===== config.mk =====
export PLATFORM = sky130hd
export DESIGN_NAME = sha1_message_digest_top_flat
export DESIGN_NICKNAME = d
export VERILOG_FILES = /design/src/hw/rtl/sha1md_pkg.sv /design/src/hw/rtl/sha1md_if.sv /design/src/hw/rtl/sha1_message_digest_top.sv /design/src/hw/rtl/sha1md_front.sv /design/src/hw/rtl/sha1md_core.sv /design/src/flat_wrapper.sv
export SDC_FILE = /design/constraint.sdc
export NUM_CORES = 2
export LEC_CHECK = 0
export ABC_AREA = 0
export BUFFER_PORTS_ARGS = -buffer_cell sky130_fd_sc_hd__buf_4
export CAP_MARGIN = 20
export CORE_MARGIN = 8
export CORE_UTILIZATION = 55
export CTS_BUF_LIST = sky130_fd_sc_hd__clkbuf_4 sky130_fd_sc_hd__clkbuf_8
export CTS_CLUSTER_DIAMETER = 50
export DETAILED_ROUTE_END_ITERATION = 8
export GPL_TIMING_DRIVEN = 0
export HOLD_SLACK_MARGIN = 0.05
export PLACE_DENSITY = 0.77
export SLEW_MARGIN = 40
export SYNTH_ARGS = -nofsm -noshare
export SYNTH_HDL_FRONTEND = slang
export SYNTH_SLANG_ARGS = --single-unit
export TNS_END_PERCENT = 20

===== constraint.sdc =====
create_clock -name clock -period 14.8 [get_ports clock]
set_input_delay 2.96 -clock clock [delete_from_list [all_inputs] [get_ports clock]]
set_output_delay 2.96 -clock clock [all_outputs]
set_load 0.03 [all_outputs]

===== src/hw/rtl/sha1md_pkg.sv =====
// Shared types, constants and helper functions of the SHA-1 digest engine.
`default_nettype none

package sha1md_pkg;

   localparam int unsigned QueueDepth = 4;
   localparam int unsigned NumChain   = 5;
   localparam int unsigned NumSched   = 16;

   localparam logic [7:0] PadByte   = 8'h80;
   localparam logic [5:0] LenPos    = 6'd56;
   localparam logic [5:0] LastPos   = 6'd63;
   localparam logic [6:0] LastRound = 7'd79;
   localparam logic [2:0] LastWord  = 3'd4;

   typedef struct packed {
      logic [7:0] data_byte;
      logic       byte_valid;
      logic       finish;
   } item_type;

   typedef struct packed {
      logic     valid;
      item_type item;
   } queue_head_type;

   function automatic logic [31:0] init_word(input logic [2:0] idx);
      logic [31:0] word;
      unique case (idx)
         3'd0:    word = 32'h67452301;
         3'd1:    word = 32'hEFCDAB89;
         3'd2:    word = 32'h98BADCFE;
         3'd3:    word = 32'h10325476;
         3'd4:    word = 32'hC3D2E1F0;
         default: word = 32'h00000000;
      endcase
      return word;
   endfunction

   function automatic logic [31:0] round_const(input logic [6:0] t);
      logic [31:0] k;
      priority if (t < 7'd20) begin
         k = 32'h5A827999;
      end else if (t < 7'd40) begin
         k = 32'h6ED9EBA1;
      end else if (t < 7'd60) begin
         k = 32'h8F1BBCDC;
      end else begin
         k = 32'hCA62C1D6;
      end
      return k;
   endfunction

   function automatic logic [31:0] round_func(input logic [6:0] t, input logic [31:0] b,
                                              input logic [31:0] c, input logic [31:0] d);
      logic [31:0] f;
      priority if (t < 7'd20) begin
         f = (b & c) | (~b & d);
      end else if (t < 7'd40) begin
         f = b ^ c ^ d;
      end else if (t < 7'd60) begin
         f = (b & c) | (b & d) | (c & d);
      end else begin
         f = b ^ c ^ d;
      end
      return f;
   endfunction

endpackage

`default_nettype wire


===== src/hw/rtl/sha1md_if.sv =====
// Request and response channel interfaces of the SHA-1 digest engine.
`default_nettype none

interface sha1md_req_if;
   logic       valid;
   logic       ready;
   logic [7:0] data_byte;
   logic       byte_valid;
   logic       finish;

   modport source(output valid, output data_byte, output byte_valid, output finish,
                  input ready);
   modport sink(input valid, input data_byte, input byte_valid, input finish,
                output ready);
endinterface

interface sha1md_rsp_if;
   logic        valid;
   logic        ready;
   logic [31:0] digest_word;
   logic [2:0]  word_index;
   logic        last_word;

   modport source(output valid, output digest_word, output word_index, output last_word,
                  input ready);
   modport sink(input valid, input digest_word, input word_index, input last_word,
                output ready);
endinterface

`default_nettype wire


===== src/hw/rtl/sha1_message_digest_top.sv =====
// Throughput: requests enter a QUEUE_DEPTH-deep queue at one per cycle while it has room; the core
// absorbs one byte per cycle, and each full 64-byte block stops absorption for 80 rounds and a fold.
// After a finish: padding, one or two compressions, then five digest words, one per cycle as the
// response side takes them.
// Reset is synchronous and active high; it restores the initial chaining values, clears the
// bit count and empties the queue. The block buffer is not cleared.
`default_nettype none

module sha1_message_digest_top
   import sha1md_pkg::*;
#(
   parameter int unsigned QUEUE_DEPTH = QueueDepth
) (
   input  logic         clock,
   input  logic         reset,
   sha1md_req_if.sink   req_chan,
   sha1md_rsp_if.source rsp_chan
);

   queue_head_type q_head;
   logic           q_pop;

   sha1md_front #(
      .QUEUE_DEPTH(QUEUE_DEPTH)
   ) u_front (
      .clock    (clock),
      .reset    (reset),
      .req_chan (req_chan),
      .head     (q_head),
      .pop      (q_pop)
   );

   sha1md_core u_core (
      .clock    (clock),
      .reset    (reset),
      .head     (q_head),
      .pop      (q_pop),
      .rsp_chan (rsp_chan)
   );

endmodule

`default_nettype wire


===== src/hw/rtl/sha1md_front.sv =====
// Request front end: drops empty requests and queues the rest for the hash core.
`default_nettype none

module sha1md_front
   import sha1md_pkg::*;
#(
   parameter int unsigned QUEUE_DEPTH = QueueDepth
) (
   input  logic           clock,
   input  logic           reset,
   sha1md_req_if.sink     req_chan,
   output queue_head_type head,
   input  logic           pop
);

   localparam int unsigned PtrW = (QUEUE_DEPTH > 1) ? $clog2(QUEUE_DEPTH) : 1;
   localparam int unsigned CntW = $clog2(QUEUE_DEPTH + 1);

   item_type            slot_ff [QUEUE_DEPTH];
   logic [PtrW-1:0]     wr_ptr_ff, wr_ptr_in;
   logic [PtrW-1:0]     rd_ptr_ff, rd_ptr_in;
   logic [CntW-1:0]     count_ff, count_in;
   logic                take, push, do_pop;

   assign req_chan.ready = (count_ff != CntW'(QUEUE_DEPTH));
   assign take   = req_chan.valid && req_chan.ready;
   // A request with neither a byte nor a finish changes nothing, so it is not queued.
   assign push   = take && (req_chan.byte_valid || req_chan.finish);
   assign do_pop = pop && (count_ff != '0);

   assign head.valid = (count_ff != '0);
   assign head.item  = slot_ff[rd_ptr_ff];

   always_comb begin
      wr_ptr_in = wr_ptr_ff;
      rd_ptr_in = rd_ptr_ff;
      if (push) begin
         wr_ptr_in = (wr_ptr_ff == PtrW'(QUEUE_DEPTH - 1)) ? '0 : wr_ptr_ff + PtrW'(1);
      end
      if (do_pop) begin
         rd_ptr_in = (rd_ptr_ff == PtrW'(QUEUE_DEPTH - 1)) ? '0 : rd_ptr_ff + PtrW'(1);
      end
      count_in = count_ff + CntW'(push) - CntW'(do_pop);
   end

   always_ff @(posedge clock) begin
      if (reset) begin
         wr_ptr_ff <= '0;
         rd_ptr_ff <= '0;
         count_ff  <= '0;
      end else begin
         wr_ptr_ff <= wr_ptr_in;
         rd_ptr_ff <= rd_ptr_in;
         count_ff  <= count_in;
      end
   end

   always_ff @(posedge clock) begin
      if (push) begin
         slot_ff[wr_ptr_ff] <= '{data_byte:  req_chan.data_byte,
                                 byte_valid: req_chan.byte_valid,
                                 finish:     req_chan.finish};
      end
   end

endmodule

`default_nettype wire


===== src/hw/rtl/sha1md_core.sv =====
// Hash core: byte packing, padding sequencer, 80-round compression and digest output.
`default_nettype none

module sha1md_core
   import sha1md_pkg::*;
(
   input  logic           clock,
   input  logic           reset,
   input  queue_head_type head,
   output logic           pop,
   sha1md_rsp_if.source   rsp_chan
);

   typedef enum logic [4:0] {
      ST_ABSORB = 5'b00001,
      ST_PAD    = 5'b00010,
      ST_ROUND  = 5'b00100,
      ST_FOLD   = 5'b01000,
      ST_OUTPUT = 5'b10000
   } state_type;

   state_type   state_ff, state_in;
   logic [5:0]  pos_ff, pos_in;
   logic [63:0] bit_count_ff, bit_count_in;
   logic [31:0] chain_ff [NumChain];
   logic [31:0] chain_in [NumChain];
   logic [31:0] win_ff [NumSched];
   logic [23:0] acc_ff;
   logic [31:0] a_ff, b_ff, c_ff, d_ff, e_ff;
   logic [6:0]  round_ff, round_in;
   logic        fin_ff, fin_in;
   logic        mark_ff, mark_in;
   logic        len_ff, len_in;
   logic [2:0]  idx_ff, idx_in;

   logic        put_en, len_sel, word_done, block_done;
   logic [7:0]  put_byte;
   logic [31:0] new_word, sched_word, temp_word;

   assign pop = (state_ff == ST_ABSORB) && head.valid;

   // In the padding phase the length bytes start once the marker is placed and
   // the write position has reached the length field.
   assign len_sel = mark_ff && (len_ff || (pos_ff == LenPos));

   always_comb begin
      put_en   = 1'b0;
      put_byte = head.item.data_byte;
      unique case (state_ff)
         ST_ABSORB: begin
            put_en   = head.valid && head.item.byte_valid;
            put_byte = head.item.data_byte;
         end
         ST_PAD: begin
            put_en = 1'b1;
            if (!mark_ff) begin
               put_byte = PadByte;
            end else if (len_sel) begin
               put_byte = bit_count_ff[63:56];
            end else begin
               put_byte = 8'h00;
            end
         end
         ST_ROUND, ST_FOLD, ST_OUTPUT: begin
            put_en = 1'b0;
         end
         default: begin
            put_en = 1'b0;
         end
      endcase
   end

   assign new_word   = {acc_ff, put_byte};
   assign word_done  = put_en && (pos_ff[1:0] == 2'b11);
   assign block_done = put_en && (pos_ff == LastPos);

   assign sched_word = {win_ff[13][30:0] ^ win_ff[8][30:0] ^ win_ff[2][30:0] ^ win_ff[0][30:0],
                        win_ff[13][31] ^ win_ff[8][31] ^ win_ff[2][31] ^ win_ff[0][31]};
   assign temp_word  = {a_ff[26:0], a_ff[31:27]} + round_func(round_ff, b_ff, c_ff, d_ff)
                       + e_ff + round_const(round_ff) + win_ff[0];

   always_comb begin
      state_in     = state_ff;
      pos_in       = pos_ff;
      bit_count_in = bit_count_ff;
      round_in     = round_ff;
      fin_in       = fin_ff;
      mark_in      = mark_ff;
      len_in       = len_ff;
      idx_in       = idx_ff;
      for (int i = 0; i < NumChain; i++) begin
         chain_in[i] = chain_ff[i];
      end

      if (put_en) begin
         pos_in = pos_ff + 6'd1;
      end

      unique case (state_ff)
         ST_ABSORB: begin
            if (head.valid) begin
               if (head.item.byte_valid) begin
                  bit_count_in = bit_count_ff + 64'd8;
               end
               if (block_done) begin
                  state_in = ST_ROUND;
                  fin_in   = head.item.finish;
               end else if (head.item.finish) begin
                  state_in = ST_PAD;
                  fin_in   = 1'b1;
               end
            end
         end
         ST_PAD: begin
            mark_in = 1'b1;
            if (len_sel) begin
               len_in       = 1'b1;
               bit_count_in = {bit_count_ff[55:0], 8'h00};
            end
            if (block_done) begin
               state_in = ST_ROUND;
            end
         end
         ST_ROUND: begin
            if (round_ff == LastRound) begin
               round_in = '0;
               state_in = ST_FOLD;
            end else begin
               round_in = round_ff + 7'd1;
            end
         end
         ST_FOLD: begin
            chain_in[0] = chain_ff[0] + a_ff;
            chain_in[1] = chain_ff[1] + b_ff;
            chain_in[2] = chain_ff[2] + c_ff;
            chain_in[3] = chain_ff[3] + d_ff;
            chain_in[4] = chain_ff[4] + e_ff;
            priority if (len_ff) begin
               state_in = ST_OUTPUT;
               idx_in   = '0;
            end else if (fin_ff) begin
               state_in = ST_PAD;
            end else begin
               state_in = ST_ABSORB;
            end
         end
         ST_OUTPUT: begin
            if (rsp_chan.ready) begin
               idx_in = idx_ff + 3'd1;
               if (idx_ff == LastWord) begin
                  state_in     = ST_ABSORB;
                  idx_in       = '0;
                  bit_count_in = '0;
                  pos_in       = '0;
                  fin_in       = 1'b0;
                  mark_in      = 1'b0;
                  len_in       = 1'b0;
                  for (int i = 0; i < NumChain; i++) begin
                     chain_in[i] = init_word(3'(i));
                  end
               end
            end
         end
         default: begin
            state_in = ST_ABSORB;
         end
      endcase
   end

   always_ff @(posedge clock) begin
      if (reset) begin
         state_ff     <= ST_ABSORB;
         pos_ff       <= '0;
         bit_count_ff <= '0;
         round_ff     <= '0;
         fin_ff       <= 1'b0;
         mark_ff      <= 1'b0;
         len_ff       <= 1'b0;
         idx_ff       <= '0;
         for (int i = 0; i < NumChain; i++) begin
            chain_ff[i] <= init_word(3'(i));
         end
      end else begin
         state_ff     <= state_in;
         pos_ff       <= pos_in;
         bit_count_ff <= bit_count_in;
         round_ff     <= round_in;
         fin_ff       <= fin_in;
         mark_ff      <= mark_in;
         len_ff       <= len_in;
         idx_ff       <= idx_in;
         for (int i = 0; i < NumChain; i++) begin
            chain_ff[i] <= chain_in[i];
         end
      end
   end

   // The schedule window holds w[t..t+15]; bytes fill it from the top and the
   // rounds keep extending it with the next schedule word.
   always_ff @(posedge clock) begin
      if (put_en) begin
         acc_ff <= new_word[23:0];
      end
      if (word_done || (state_ff == ST_ROUND)) begin
         for (int i = 0; i < NumSched - 1; i++) begin
            win_ff[i] <= win_ff[i + 1];
         end
         win_ff[NumSched - 1] <= word_done ? new_word : sched_word;
      end
   end

   always_ff @(posedge clock) begin
      if ((state_ff != ST_ROUND) && (state_in == ST_ROUND)) begin
         a_ff <= chain_ff[0];
         b_ff <= chain_ff[1];
         c_ff <= chain_ff[2];
         d_ff <= chain_ff[3];
         e_ff <= chain_ff[4];
      end else if (state_ff == ST_ROUND) begin
         a_ff <= temp_word;
         b_ff <= a_ff;
         c_ff <= {b_ff[1:0], b_ff[31:2]};
         d_ff <= c_ff;
         e_ff <= d_ff;
      end
   end

   assign rsp_chan.valid       = (state_ff == ST_OUTPUT);
   assign rsp_chan.digest_word = chain_ff[idx_ff];
   assign rsp_chan.word_index  = idx_ff;
   assign rsp_chan.last_word   = (idx_ff == LastWord);

endmodule

`default_nettype wire


===== src/flat_wrapper.sv =====
// flat-port wrapper written by rule: the top's interface ports become plain ports
module sha1_message_digest_top_flat import sha1md_pkg::*;
#(
   parameter int unsigned QUEUE_DEPTH = QueueDepth
)
  (clock, reset, req_chan_valid, req_chan_data_byte, req_chan_byte_valid, req_chan_finish, req_chan_ready, rsp_chan_valid, rsp_chan_digest_word, rsp_chan_word_index, rsp_chan_last_word, rsp_chan_ready);
  sha1md_req_if req_chan_i ();
  sha1md_rsp_if rsp_chan_i ();
  input  logic clock;
  input  logic reset;
  input wire logic [$bits(req_chan_i.valid)-1:0] req_chan_valid;
  input wire logic [$bits(req_chan_i.data_byte)-1:0] req_chan_data_byte;
  input wire logic [$bits(req_chan_i.byte_valid)-1:0] req_chan_byte_valid;
  input wire logic [$bits(req_chan_i.finish)-1:0] req_chan_finish;
  output wire logic [$bits(req_chan_i.ready)-1:0] req_chan_ready;
  output wire logic [$bits(rsp_chan_i.valid)-1:0] rsp_chan_valid;
  output wire logic [$bits(rsp_chan_i.digest_word)-1:0] rsp_chan_digest_word;
  output wire logic [$bits(rsp_chan_i.word_index)-1:0] rsp_chan_word_index;
  output wire logic [$bits(rsp_chan_i.last_word)-1:0] rsp_chan_last_word;
  input wire logic [$bits(rsp_chan_i.ready)-1:0] rsp_chan_ready;
  assign req_chan_i.valid = req_chan_valid;
  assign req_chan_i.data_byte = req_chan_data_byte;
  assign req_chan_i.byte_valid = req_chan_byte_valid;
  assign req_chan_i.finish = req_chan_finish;
  assign req_chan_ready = req_chan_i.ready;
  assign rsp_chan_valid = rsp_chan_i.valid;
  assign rsp_chan_digest_word = rsp_chan_i.digest_word;
  assign rsp_chan_word_index = rsp_chan_i.word_index;
  assign rsp_chan_last_word = rsp_chan_i.last_word;
  assign rsp_chan_i.ready = rsp_chan_ready;
  sha1_message_digest_top #(.QUEUE_DEPTH(QUEUE_DEPTH)) u_core (.clock(clock), .reset(reset), .req_chan(req_chan_i), .rsp_chan(rsp_chan_i));
endmodule

==> flow_metrics.env <==
export IMPL_outcome="finished clean"
export IMPL_rsz0062_at_grt="no"
export IMPL_antenna_found_initial=7
export IMPL_drt_iter0_drc=4678
export IMPL_num_vias=36570
export IMPL_ys_flop_type="edfxtp_1"
export IMPL_overflow=0
export IMPL_ys_seq_area_share_pct=54.36
export IMPL_vdd_drop_max_v=0.0001058
export IMPL_final_cell_area_mm2=0.05588
export IMPL_setup_violations=0
export IMPL_clockBufferDepth=3
export IMPL_place_area_mm2=0.05239
export IMPL_slew_viol_final=0
export IMPL_ys_warnings_count=0
export IMPL_fp_row_count=110
export IMPL_grt_pass1_wl_mm=211.3
export IMPL_crit_type="reg2reg"
export IMPL_slowest_delay_ps=730
export IMPL_clkTransAtPathRegs_ps=60
export IMPL_avgRoutedWirePerCell_um=23.73
export IMPL_synth_top_cell_by_area="edfxtp_1"
export IMPL_ctsHoldBuffers=0
export IMPL_grt_usage_pct=27.22
export IMPL_postSynthCellCount=4398
export IMPL_post_place_ws_ps=6693
export IMPL_synth_fa_ha_area_share_pct=10.18
export IMPL_fmax_mhz=114.9
export IMPL_powerDensity_mw_per_mm2=108.9
export IMPL_cp_arrival_ps=9280
export IMPL_yosysTopAreaCellShare_pct=44.10
export IMPL_final_cell_mix="736 x edfxtp_1, 601 x nand2_1, 300 x nor2_1"
export IMPL_cp_start_kind="flip-flop"
export IMPL_grt_pass1_vias=34950
export IMPL_worstMarginPinSlew_ps=1014
export IMPL_drive_above_1_share_pct=11.42
export IMPL_worst_path_dominant_cell_family="compound AO/OA/AOI/OAI gates"
export IMPL_timing_final_ws_setup_ps=6097
export IMPL_cts_resized=0
export IMPL_drt_pass1_iter_count=6
export IMPL_yosys_area_share_xor_xnor_pct=4.876
export IMPL_drc_errors=0
export IMPL_gp_congestion=1.009
export IMPL_final_common_cell="edfxtp_1"
export IMPL_synthSimpleGateAreaFrac_pct=11.57
export IMPL_maxSlewHeadroom_pct=32.38
export IMPL_worst_ep_required_time_ps=15370
export IMPL_viasPerCell=6.143
export IMPL_die_x_um=317.9
export IMPL_synth_enable_flop_cells=736
export IMPL_crit_path_frequent_cell="fa_1"
export IMPL_h_tree_depth=4
export IMPL_finalPower_mw=6.088
export IMPL_slowest_stage="a221oi_1"
export IMPL_grt_max_degree=49
export IMPL_hold_viol=0
export IMPL_io_buffers=51
export IMPL_synthMuxAreaShare_pct=3.365
export IMPL_die_area_mm2=0.1010
export IMPL_post_cts_setup_buffers=0
export IMPL_clock_latency_ps=870
export IMPL_async_reset_ff_share_pct=0
export IMPL_fp_coreArea_mm2=0.09015
export IMPL_cts_sinks=993
export IMPL_crit_fanout=9
export IMPL_cp_end_kind="flip-flop"
export IMPL_synth_nets=4744
export IMPL_ant_nets=0
export IMPL_final_util_pct=61.99
export IMPL_synth_area_mm2=0.05012
export IMPL_initial_core_util_pct=55.60
export IMPL_synth_top_family_by_area="compound AO/OA/AOI/OAI gates"
export IMPL_hp_class="reg2reg"
export IMPL_crit_buf_inv=4
export IMPL_p_leak_nw=21.01
export IMPL_cts_made_buffers=164
export IMPL_nNetsFinal=4979
export IMPL_cap_violations=0
export IMPL_ys_types=94
export IMPL_cts_root_buf="clkbuf_8"
export IMPL_finalClockSkew_ps=46.67
export IMPL_syn_area_per_cell_um2=11.40
export IMPL_hpwl_mm=104.9
export IMPL_final_setup_tns_ps=0
export IMPL_synth_compound_area_share_pct=12.25
export IMPL_wirelength_mm=141.3
export IMPL_ys_ff_latch=993
export IMPL_synthTopCellsByArea="edfxtp_1 44%, dfxtp_1 10%, ha_1 5.1%, fa_1 5.0%, nand2_1 4.5%"
export IMPL_path_cells="clkbuf_1 > a41oi_1 > nand2_1 > nand2_1 > clkinv_1 > a221oi_1 > fa_1 > fa_1 > fa_1 > inv_1 > ha_1 > inv_1 > fa_1 > nor2b_1 > o21ai_0 > a21boi_0 > o21ai_0 > a211oi_1 > o2111ai_1 > a31oi_1 > a21oi_1 > xnor2_1 > o21ai_0"
export IMPL_cts_tree="yes"
export IMPL_syn_to_final_growth_pct=11.50
export IMPL_boundaryPins=52
export IMPL_die_y_um=317.9
export IMPL_period_share_pct=58.80
export IMPL_period_needed_ps=8703
[cells by family (layout without fill, tap and decap cells)]
logic type,count (synthesis),after routing
other,0,4
AND/OR/NAND/NOR,1285,1285
XOR/XNOR,279,279
adder cells (fa/ha/maj),332,332
flip-flops,993,993
multiplexers,112,112
buffers and inverters,435,810
AO/OA/AOI/OAI,962,962
[flip-flops by register name, indices dropped and copies added, names as in the netlist, 2 cells and up, named ones only]
name,cells
u_core.u_core.win_ff,512
u_core.u_core.chain_ff,160
u_core.u_core.bit_count_ff,61
u_core.u_front.slot_ff,40
u_core.u_core.a_ff,32
u_core.u_core.b_ff,32
u_core.u_core.c_ff,32
u_core.u_core.d_ff,32
u_core.u_core.e_ff,32
u_core.u_core.acc_ff,24
u_core.u_core.round_ff,7
u_core.u_core.pos_ff,6
u_core.u_core.state_ff,5
u_core.u_core.rsp_chan.word_index,3
u_core.u_front.count_ff,3
u_core.u_front.rd_ptr_ff,2
u_core.u_front.wr_ptr_ff,2
[worst register-to-register path: cells and delay by family (launching register included)]
family | cells | cell delay [ps]
AO/OA/AOI/OAI | 10 | 3600
adder cells (fa/ha/maj) | 5 | 2100
AND/OR/NAND/NOR | 3 | 1390
buffers and inverters | 4 | 830
flip-flops | 1 | 290
XOR/XNOR | 1 | 230
[synthesized netlist by cell type (12+ instances only)]
cell      count
nand3_1      57
nand2_1     603
a31oi_1      20
nor2b_1      21
buf_2        30
o21ai_1      12
edfxtp_1    736
ha_1        206
o31ai_1      28
o22ai_1      53
nor3_1       62
fa_1        126
mux4_2       42
xor2_1       74
nor2_1      302
and2_1       14
o21ai_0     235
o21bai_1     18
and3_1       31
xnor2_1     205
o221a_2      12
nand4_1      28
mux2i_1      38
clkbuf_1    122
a21oi_1     255
inv_1       261
a21o_1       74
a221oi_1     34
o21a_1       31
a211oi_1     22
nand2b_1     83
dfxtp_1     257
a22oi_1      59
mux2_2       32
[power breakdown]
group          switching, mW  total, mW  internal, mW  leakage [nW]
Clock                   1.17       2.53          1.37          1.83
Combinational          0.292      0.434         0.141          10.5
Sequential            0.0626       3.12          3.06          8.70
[layer usage]
metal,GRT usage (%),part of all wire (%),up-vias
li1,-,-,16360
met5,1.304,0.13,-
met3,8.339,11,388
met1,37.74,42,17850
met2,38.73,42,1969
met4,13.03,4.9,4
[layout make-up]
| type | count | area, um2 |
|---|---|---|
| buffer | 170 | 739.5 |
| inverter | 265 | 994.7 |
| tap | 1176 | 1471 |
| clock buffer | 240 | 2928 |
| fill | 7002 | 34270 |
| multi-input combinational | 2970 | 21210 |
| timing repair buffer | 69 | 743.2 |
| sequential | 993 | 27250 |
| antenna | 4 | 10.01 |
| clock inverter | 66 | 543.0 |
[final timing paths]
path         slack, ps                          from  cells past startpoint                     endpoint
max               6100     u_core.u_core.round_ff[2]                     23       u_core.u_core.a_ff[31]
min                410  u_core.u_core.win_ff[0][112]                      0  u_core.u_core.win_ff[0][80]
max reg2reg       6100     u_core.u_core.round_ff[2]                     23       u_core.u_core.a_ff[31]
min reg2reg        410  u_core.u_core.win_ff[0][112]                      0  u_core.u_core.win_ff[0][80]
[metrics by stage]
stage                     std cells  hold WS [ps]
after global placement         5625         400.4
after floorplan                4398         400.3
after CTS                      5949         397.5
after detailed placement       5643         404.5
after global routing           5952         408.1
final                          5953         408.8
(Power assumes the default switching activity.)
